$ cat src/hw/rtl/tdq_pkg.sv
`default_nettype none

package tdq_pkg;

	localparam int DEPTH = 16;
	localparam int ID_W  = 32;
	localparam int OCC_W = 5;
	localparam int PTR_W = $clog2(DEPTH);
	localparam int CNT_W = $clog2(DEPTH + 1);
	localparam int SUM_W = CNT_W + 1;

	localparam logic [1:0] MODE_PUSH    = 2'd0;
	localparam logic [1:0] MODE_POP_OLD = 2'd1;
	localparam logic [1:0] MODE_POP_NEW = 2'd2;

	localparam logic [1:0] ST_OK    = 2'd0;
	localparam logic [1:0] ST_DUP   = 2'd1;
	localparam logic [1:0] ST_EMPTY = 2'd2;
	localparam logic [1:0] ST_FULL  = 2'd3;

	typedef struct packed {
		logic load;
		logic scan_rd;
		logic pop_rd;
		logic exec;
	} dp_cmd_t;

	typedef struct packed {
		logic in_push;
		logic in_pop;
		logic scan_done;
		logic out_free;
	} dp_stat_t;

	function automatic logic [PTR_W-1:0] slot_add(input logic [PTR_W-1:0] base,
			input logic [CNT_W-1:0] off);
		logic [SUM_W-1:0] sum;
		sum = SUM_W'(base) + SUM_W'(off);
		if (sum >= SUM_W'(DEPTH)) begin
			sum = sum - SUM_W'(DEPTH);
		end
		return sum[PTR_W-1:0];
	endfunction

endpackage

`default_nettype wire

$ cat src/hw/rtl/task_deque_with_dedup.sv
// Task store with duplicate rejection, worked as a double-ended queue.
// Input channel (in_valid/in_ready) carries mode and task_id: push task_id
// at the newest end, pop the oldest entry, or pop the newest entry.
// Output channel (out_valid/out_ready) returns one transaction per command:
// status (ok, duplicate, empty, full), popped_id and occupancy after it.
// A push scans the stored entries through one read port of the entry RAM,
// one entry per cycle. One command is in work at a time. The result sits
// in an output register: in_ready rises again as soon as the command has
// finished, while the result still waits.
// A stalled receiver holds the result; a following command is then worked
// up to its final step and waits there until the output register frees.
// Reset empties the store at once (count and oldest slot cleared); the
// entry RAM is not cleared and no clearing pass is needed.
`default_nettype none

module task_deque_with_dedup (
	input  wire logic                 clk,
	input  wire logic                 arst_n,
	input  wire logic                 in_valid,
	output logic                      in_ready,
	input  wire logic [1:0]           mode,
	input  wire logic [31:0]          task_id,
	output logic                      out_valid,
	input  wire logic                 out_ready,
	output logic [1:0]                status,
	output logic [31:0]               popped_id,
	output logic [tdq_pkg::OCC_W-1:0] occupancy
);

	tdq_pkg::dp_cmd_t  cmd;
	tdq_pkg::dp_stat_t st;

	tdq_ctrl u_ctrl (
		.clk      (clk),
		.arst_n   (arst_n),
		.in_valid (in_valid),
		.in_ready (in_ready),
		.st       (st),
		.cmd      (cmd)
	);

	tdq_dp u_dp (
		.clk       (clk),
		.arst_n    (arst_n),
		.mode      (mode),
		.task_id   (task_id),
		.out_ready (out_ready),
		.cmd       (cmd),
		.st        (st),
		.out_valid (out_valid),
		.status    (status),
		.popped_id (popped_id),
		.occupancy (occupancy)
	);

endmodule

`default_nettype wire

$ cat src/hw/rtl/tdq_ctrl.sv
`default_nettype none

module tdq_ctrl (
	input  wire logic              clk,
	input  wire logic              arst_n,
	input  wire logic              in_valid,
	output logic                   in_ready,
	input  wire tdq_pkg::dp_stat_t st,
	output tdq_pkg::dp_cmd_t       cmd
);

	typedef enum logic [3:0] {
		S_IDLE  = 4'b0001,
		S_SCAN  = 4'b0010,
		S_POPRD = 4'b0100,
		S_EXEC  = 4'b1000
	} state_t;

	state_t state_q;
	state_t state_d;

	always_comb begin
		state_d     = state_q;
		cmd         = '0;
		in_ready    = 1'b0;
		case (state_q)
			S_IDLE: begin
				in_ready = 1'b1;
				if (in_valid) begin
					cmd.load = 1'b1;
					if (st.in_push) begin
						state_d = S_SCAN;
					end else if (st.in_pop) begin
						state_d = S_POPRD;
					end else begin
						state_d = S_EXEC;
					end
				end
			end
			S_SCAN: begin
				if (st.scan_done) begin
					state_d = S_EXEC;
				end else begin
					cmd.scan_rd = 1'b1;
				end
			end
			S_POPRD: begin
				cmd.pop_rd = 1'b1;
				state_d    = S_EXEC;
			end
			S_EXEC: begin
				if (st.out_free) begin
					cmd.exec = 1'b1;
					state_d  = S_IDLE;
				end
			end
			default: begin
				state_d = S_IDLE;
			end
		endcase
	end

	always_ff @(posedge clk or negedge arst_n) begin
		if (!arst_n) begin
			state_q <= S_IDLE;
		end else begin
			state_q <= state_d;
		end
	end

endmodule

`default_nettype wire

$ cat src/hw/rtl/tdq_dp.sv
`default_nettype none

module tdq_dp (
	input  wire logic                     clk,
	input  wire logic                     arst_n,
	input  wire logic [1:0]               mode,
	input  wire logic [31:0]              task_id,
	input  wire logic                     out_ready,
	input  wire tdq_pkg::dp_cmd_t         cmd,
	output tdq_pkg::dp_stat_t             st,
	output logic                          out_valid,
	output logic [1:0]                    status,
	output logic [31:0]                   popped_id,
	output logic [tdq_pkg::OCC_W-1:0]     occupancy
);

	logic [tdq_pkg::ID_W-1:0]  mem_q [tdq_pkg::DEPTH];
	logic [tdq_pkg::ID_W-1:0]  rdata_q;
	logic                      rd_vld_q;
	logic [1:0]                mode_q;
	logic [tdq_pkg::ID_W-1:0]  id_q;
	logic [tdq_pkg::CNT_W-1:0] idx_q;
	logic                      dup_q;
	logic [tdq_pkg::PTR_W-1:0] oldest_q;
	logic [tdq_pkg::CNT_W-1:0] count_q;
	logic                      out_valid_q;
	logic [1:0]                status_q;
	logic [31:0]               popped_q;
	logic [tdq_pkg::OCC_W-1:0] occ_q;

	logic                      rd_en;
	logic [tdq_pkg::PTR_W-1:0] rd_addr;
	logic                      wr_en;
	logic [tdq_pkg::PTR_W-1:0] wr_addr;
	logic                      is_push;
	logic                      is_pop;
	logic                      full;
	logic                      empty;
	logic [1:0]                status_d;
	logic [tdq_pkg::ID_W-1:0]  popped_d;
	logic [tdq_pkg::CNT_W-1:0] count_d;
	logic [tdq_pkg::PTR_W-1:0] oldest_d;

	assign is_push = (mode_q == tdq_pkg::MODE_PUSH);
	assign is_pop  = (mode_q == tdq_pkg::MODE_POP_OLD) || (mode_q == tdq_pkg::MODE_POP_NEW);
	assign full    = (count_q == tdq_pkg::CNT_W'(tdq_pkg::DEPTH));
	assign empty   = (count_q == '0);

	assign st.in_push   = (mode == tdq_pkg::MODE_PUSH);
	assign st.in_pop    = (mode == tdq_pkg::MODE_POP_OLD) || (mode == tdq_pkg::MODE_POP_NEW);
	assign st.scan_done = (idx_q == count_q);
	assign st.out_free  = !out_valid_q || out_ready;

	assign rd_en = cmd.scan_rd || cmd.pop_rd;

	always_comb begin
		if (cmd.pop_rd) begin
			if (mode_q == tdq_pkg::MODE_POP_OLD) begin
				rd_addr = oldest_q;
			end else begin
				rd_addr = tdq_pkg::slot_add(oldest_q, count_q - tdq_pkg::CNT_W'(1));
			end
		end else begin
			rd_addr = tdq_pkg::slot_add(oldest_q, idx_q);
		end
	end

	always_comb begin
		status_d = tdq_pkg::ST_OK;
		popped_d = '0;
		count_d  = count_q;
		oldest_d = oldest_q;
		wr_en    = 1'b0;
		wr_addr  = tdq_pkg::slot_add(oldest_q, count_q);
		if (is_push) begin
			if (dup_q) begin
				status_d = tdq_pkg::ST_DUP;
			end else if (full) begin
				status_d = tdq_pkg::ST_FULL;
			end else begin
				wr_en   = cmd.exec;
				count_d = count_q + tdq_pkg::CNT_W'(1);
			end
		end else if (is_pop) begin
			if (empty) begin
				status_d = tdq_pkg::ST_EMPTY;
			end else begin
				popped_d = rdata_q;
				count_d  = count_q - tdq_pkg::CNT_W'(1);
				if (mode_q == tdq_pkg::MODE_POP_OLD) begin
					oldest_d = tdq_pkg::slot_add(oldest_q, tdq_pkg::CNT_W'(1));
				end
			end
		end
	end

	always_ff @(posedge clk) begin
		if (wr_en) begin
			mem_q[wr_addr] <= id_q;
		end
		if (rd_en) begin
			rdata_q <= mem_q[rd_addr];
		end
		if (cmd.load) begin
			mode_q <= mode;
			id_q   <= tdq_pkg::ID_W'(task_id);
		end
		if (cmd.exec) begin
			status_q <= status_d;
			popped_q <= 32'(popped_d);
			occ_q    <= tdq_pkg::OCC_W'(count_d);
		end
	end

	always_ff @(posedge clk or negedge arst_n) begin
		if (!arst_n) begin
			rd_vld_q    <= 1'b0;
			idx_q       <= '0;
			dup_q       <= 1'b0;
			oldest_q    <= '0;
			count_q     <= '0;
			out_valid_q <= 1'b0;
		end else begin
			rd_vld_q <= cmd.scan_rd;
			if (cmd.load) begin
				idx_q <= '0;
				dup_q <= 1'b0;
			end else begin
				if (cmd.scan_rd) begin
					idx_q <= idx_q + tdq_pkg::CNT_W'(1);
				end
				if (rd_vld_q && (rdata_q == id_q)) begin
					dup_q <= 1'b1;
				end
			end
			if (cmd.exec) begin
				count_q     <= count_d;
				oldest_q    <= oldest_d;
				out_valid_q <= 1'b1;
			end else if (out_ready) begin
				out_valid_q <= 1'b0;
			end
		end
	end

	assign out_valid = out_valid_q;
	assign status    = status_q;
	assign popped_id = popped_q;
	assign occupancy = occ_q;

`ifndef NO_ASSERTIONS
	a_count_bound: assert property (@(posedge clk) disable iff (!arst_n)
		count_q <= tdq_pkg::CNT_W'(tdq_pkg::DEPTH))
		else $error("stored count exceeds depth");

	a_scan_in_range: assert property (@(posedge clk) disable iff (!arst_n)
		cmd.scan_rd |-> (idx_q < count_q))
		else $error("scan read beyond occupied entries");

	a_exec_result: assert property (@(posedge clk) disable iff (!arst_n)
		cmd.exec |=> out_valid_q)
		else $error("executed command left no result");

	a_push_grows: assert property (@(posedge clk) disable iff (!arst_n)
		(cmd.exec && is_push && !dup_q && !full) |=>
		(count_q == $past(count_q) + tdq_pkg::CNT_W'(1)))
		else $error("accepted push did not grow the store");
`endif

endmodule

`default_nettype wire

$ cat config.mk
export PLATFORM = sky130hd
export DESIGN_NAME = task_deque_with_dedup
export DESIGN_NICKNAME = d
export VERILOG_FILES = /design/src/hw/rtl/tdq_pkg.sv /design/src/hw/rtl/task_deque_with_dedup.sv /design/src/hw/rtl/tdq_ctrl.sv /design/src/hw/rtl/tdq_dp.sv
export SDC_FILE = /design/constraint.sdc
export NUM_CORES = 1
export LEC_CHECK = 0
export ABC_CLOCK_PERIOD_IN_PS = 3700
export BUFFER_PORTS_ARGS = -buffer_cell sky130_fd_sc_hd__buf_2
export CELL_PAD_IN_SITES_DETAIL_PLACEMENT = 0
export CELL_PAD_IN_SITES_GLOBAL_PLACEMENT = 1
export CORE_MARGIN = 2
export CORE_UTILIZATION = 47
export CTS_CLUSTER_DIAMETER = 60
export CTS_CLUSTER_SIZE = 25
export DETAILED_ROUTE_END_ITERATION = 10
export GPL_TIMING_DRIVEN = 1
export PLACE_DENSITY = 0.86
export RECOVER_POWER = 25
export SKIP_LAST_GASP = 1
export SYNTH_ARGS = -nofsm -noshare
export SYNTH_HDL_FRONTEND = slang
export SYNTH_SLANG_ARGS = --single-unit
$ cat constraint.sdc
create_clock -name clk -period 3.7 [get_ports clk]
set_input_delay 0.37 -clock clk [delete_from_list [all_inputs] [get_ports clk]]
set_output_delay 0.37 -clock clk [all_outputs]
set_load 0.01 [all_outputs]
==> flow_summary.json <==
{
  "wl_met3_um": 5290,
  "first_global_vias": 14869,
  "crit_arrival_ns": 3.65,
  "grt_max_degree": 123,
  "fin_crit_sh_pct": 91.8,
  "die_x_um": 237,
  "synth_area_um2": 25400,
  "grt_overflow": 0,
  "core_area_um2": 53700,
  "n_antenna_cell": 0,
  "antenna_found_initial": 0,
  "multiInputGateArea_um2": 6000,
  "drt-total-wl_um": 61300,
  "start_kind": "register",
  "seqCellArea_um2": 19100,
  "max_cap_viol_count": 0,
  "dp_cells": 2586,
  "cts_made_buffers": 43,
  "final_nets": 2028,
  "max-vdd-ir-drop_v": 0.000443,
  "synth_edf_count": 617,
  "dr.max_layer_used": "met4",
  "syn_inst": 1860,
  "finalSetupViolations": 0,
  "reg2reg_slack_ns": 0.30,
  "ios": 79,
  "cts_buffer_depth": 3,
  "tightest_slew_ns": 1.32,
  "hold_class": "in2reg",
  "wl_met2_um": 28900,
  "p_leak_uw": 0.00989,
  "fin_crit_ns": 3.40,
  "cts-root-buf": "clkbuf_16",
  "async_reset_ff_share_pct": 3.29,
  "grt_pass1_wl_um": 92600,
  "layout-drive-gt1-share_pct": 11.9,
  "gp_congestion": 0.808,
  "clk_latency_ns": 0.61,
  "synth.ff_latch_count": 638,
  "fmax_mhz": 294,
  "end_kind": "register",
  "remaining_drc_errors": 0,
  "clk_pin_slew_ns": 0.08,
  "crit_type": "reg2reg",
  "drt_iter0_markers": 1995,
  "synth.distinct_cells": 51,
  "viasPerCell": 5.69,
  "drt-met1-wl_um": 25400,
  "status": "finished, final reports clean",
  "portBuffers": 78,
  "die-area_um2": 56000,
  "ant_nets": 0,
  "syn_area_per_cell_um2": 13.7,
  "powerDensity_nw_per_um2": 692,
  "cp.required_ns": 3.96,
  "rsz0062_at_grt": "no",
  "fillers": 4286,
  "drt-pass1-iter-count": 6,
  "via_count": 15359,
  "ys_warn_count": 0,
  "crit_fanout": 36,
  "relSlewSlack_pct": 11.7,
  "wire_per_inst_um": 22.7,
  "finClkSkew_ns": 0.0330,
  "drv_slew": 0,
  "placed_area_um2": 27000,
  "hold_viol": 0,
  "synth_nets": 1918,
  "post_cts_resized": 0,
  "clock_sinks": 638,
  "yosysSeqAreaShare_pct": 74.9,
  "synth-main-ff-cell": "edfxtp_1",
  "rows": 85,
  "tns_ns": 0,
  "start_util_pct": 47.4,
  "grt_usage_pct": 22.0,
  "cts_tree": "done",
  "fp.dieH_um": 237,
  "fin_area_um2": 28900,
  "hpwlAfterDp_um": 33500,
  "area_delta_synth_final_pct": 13.7,
  "htreeDepth": 2,
  "fin_cells": 2698
}
-- worst max-delay path: stages (launching register included) --
cell,delay (ns)
dfrtp_1,0.49
inv_1,0.12
or4_1,0.58
nor2b_4,0.26
buf_4,0.50
nand4_1,0.49
nor2_4,0.22
buf_4,0.38
-- path summary, 6_finish.rpt --
path / start / to / cells after the start
setup / recovery: u_ctrl.state_q[3] / u_dp.mem_q[10][11] / 7
hold / removal: in_valid / u_ctrl.state_q[2] / 2
setup reg to reg: u_ctrl.state_q[3] / u_dp.mem_q[10][11] / 7
hold reg to reg: u_dp.rdata_q[14] / u_dp.popped_id[14] / 1
max in group asynchronous: arst_n / u_dp.rd_vld_q / 2
min in group asynchronous: arst_n / u_dp.out_valid / 2
-- timing repair --
item	4_1_cts	5_1_grt
hold buffers	34	1
setup buffers	0	0
endpoints found under the hold margin	53	1
-- cell usage in the layout, fill, tap and decap left out, types with 4 or more instances in the layout --
cell type,synthesis,layout
o21ai_0,5,5
nand3_2,9,9
mux2_2,6,5
buf_4,3,30
a21o_1,4,4
dlygate4sd3_1,0,35
and2_1,33,32
clkbuf_16,0,44
buf_12,0,19
inv_1,13,13
mux2i_1,36,35
nand4_1,70,70
edfxtp_1,617,617
inv_6,0,9
buf_2,35,67
inv_16,0,4
clkbuf_1,30,11
xnor2_1,15,15
nor2_1,37,20
ha_1,17,17
nor4_1,7,7
nor3_1,6,6
nand2_1,525,525
bufinv_16,0,5
dfrtp_1,20,20
xor2_1,43,43
a21oi_1,9,9
inv_12,0,5
nor2_4,0,16
nand3_1,250,250
-- power breakdown --
| group | internal (µW) | total [µW] | switching (µW) |
|---|---|---|---|
| combinational | 1700 | 5330 | 3630 |
| clock | 2730 | 5470 | 2750 |
| sequential | 8680 | 9220 | 533 |
-- area by class of cell --
cell class | instances | area share (%)
Inverter | 13 | 0.169
Multi-Input combinational cell | 1112 | 20.7
Clock buffer | 44 | 3.81
Sequential cell | 638 | 65.9
Tap cell | 696 | 3.01
Clock inverter | 33 | 1.80
Timing Repair Buffer | 162 | 4.61
-- through the flow --
stage	hold slack [ns]	setup WS [ns]	power (µW)	util (%)
final	0.0808	0.304	20000	53.9
after global routing	0.0724	0.206	20900	53.9
after CTS	0.00767	0.303	20100	53.9
after detailed placement	0.391	0.305	14600	50.2
after global placement	0.378	0.460	14500	50.2
after floorplan	0.0744	-0.203	12900	-
-- routing by layer --
metal / track usage, % / vias up
met2: 35.2 / 719
met1: 31.4 / 7592
met3: 3.64 / 111
met4: 6.06 / 0
li1: - / 6937
met5: 0 / -
-- synthesized netlist by cell type, drive strengths merged, types with 2 or more instances --
| cell type | n | area (µm²) |
|---|---|---|
| or4b | 2 | 20.0 |
| nor4 | 7 | 43.8 |
| ha | 17 | 213 |
| o32ai | 2 | 55.1 |
| nand4b | 2 | 17.5 |
| or2 | 2 | 12.5 |
| buf | 67 | 397 |
| and2 | 33 | 206 |
| o211ai | 2 | 15.0 |
| edfxtp | 617 | 18500 |
| a21oi | 9 | 45.0 |
| mux2 | 6 | 67.6 |
| inv | 13 | 48.8 |
| a32o | 2 | 20.0 |
| dfrtp | 20 | 500 |
| nand4 | 70 | 438 |
| xnor2 | 16 | 148 |
| mux2i | 36 | 360 |
| clkbuf | 30 | 113 |
| nor3 | 6 | 30.0 |
| o21ai | 5 | 25.0 |
| fa | 3 | 60.1 |
| nor2 | 37 | 139 |
| nand3 | 259 | 1340 |
| nand2 | 525 | 1970 |
| xor2 | 43 | 377 |
| nand2b | 3 | 18.8 |
| nor2b | 4 | 25.0 |
| nor4b | 2 | 32.5 |
| a21o | 4 | 30.0 |
| and3 | 2 | 12.5 |
-- flip-flops by register name, summed over array words and instances, names as in the netlist --
signal,flops
u_dp.occupancy,5
u_dp.rd_vld_q,1
u_dp.idx_q,5
u_dp.mem_q,512
u_ctrl.state_q,4
u_dp.out_valid,1
u_dp.mode_q,2
u_dp.popped_id,32
u_dp.count_q,5
u_dp.dup_q,1
u_dp.oldest_q,4
u_dp.id_q,32
u_dp.rdata_q,32
u_dp.status,2
-- kinds of logic (layout without fill, tap and decap cells) --
logic type	after synthesis	after routing	synth area share (%)
adders and majority gates	20	20	1.07
muxes	42	42	1.68
DFF	638	638	74.9
buffers and inverters	110	252	2.19
AOI/OAI and AO/OA	33	33	1.02
xor gates and xnor gates	59	59	2.06
and+or+nand+nor	958	958	17.1
Power figures use the tool's default switching activity.
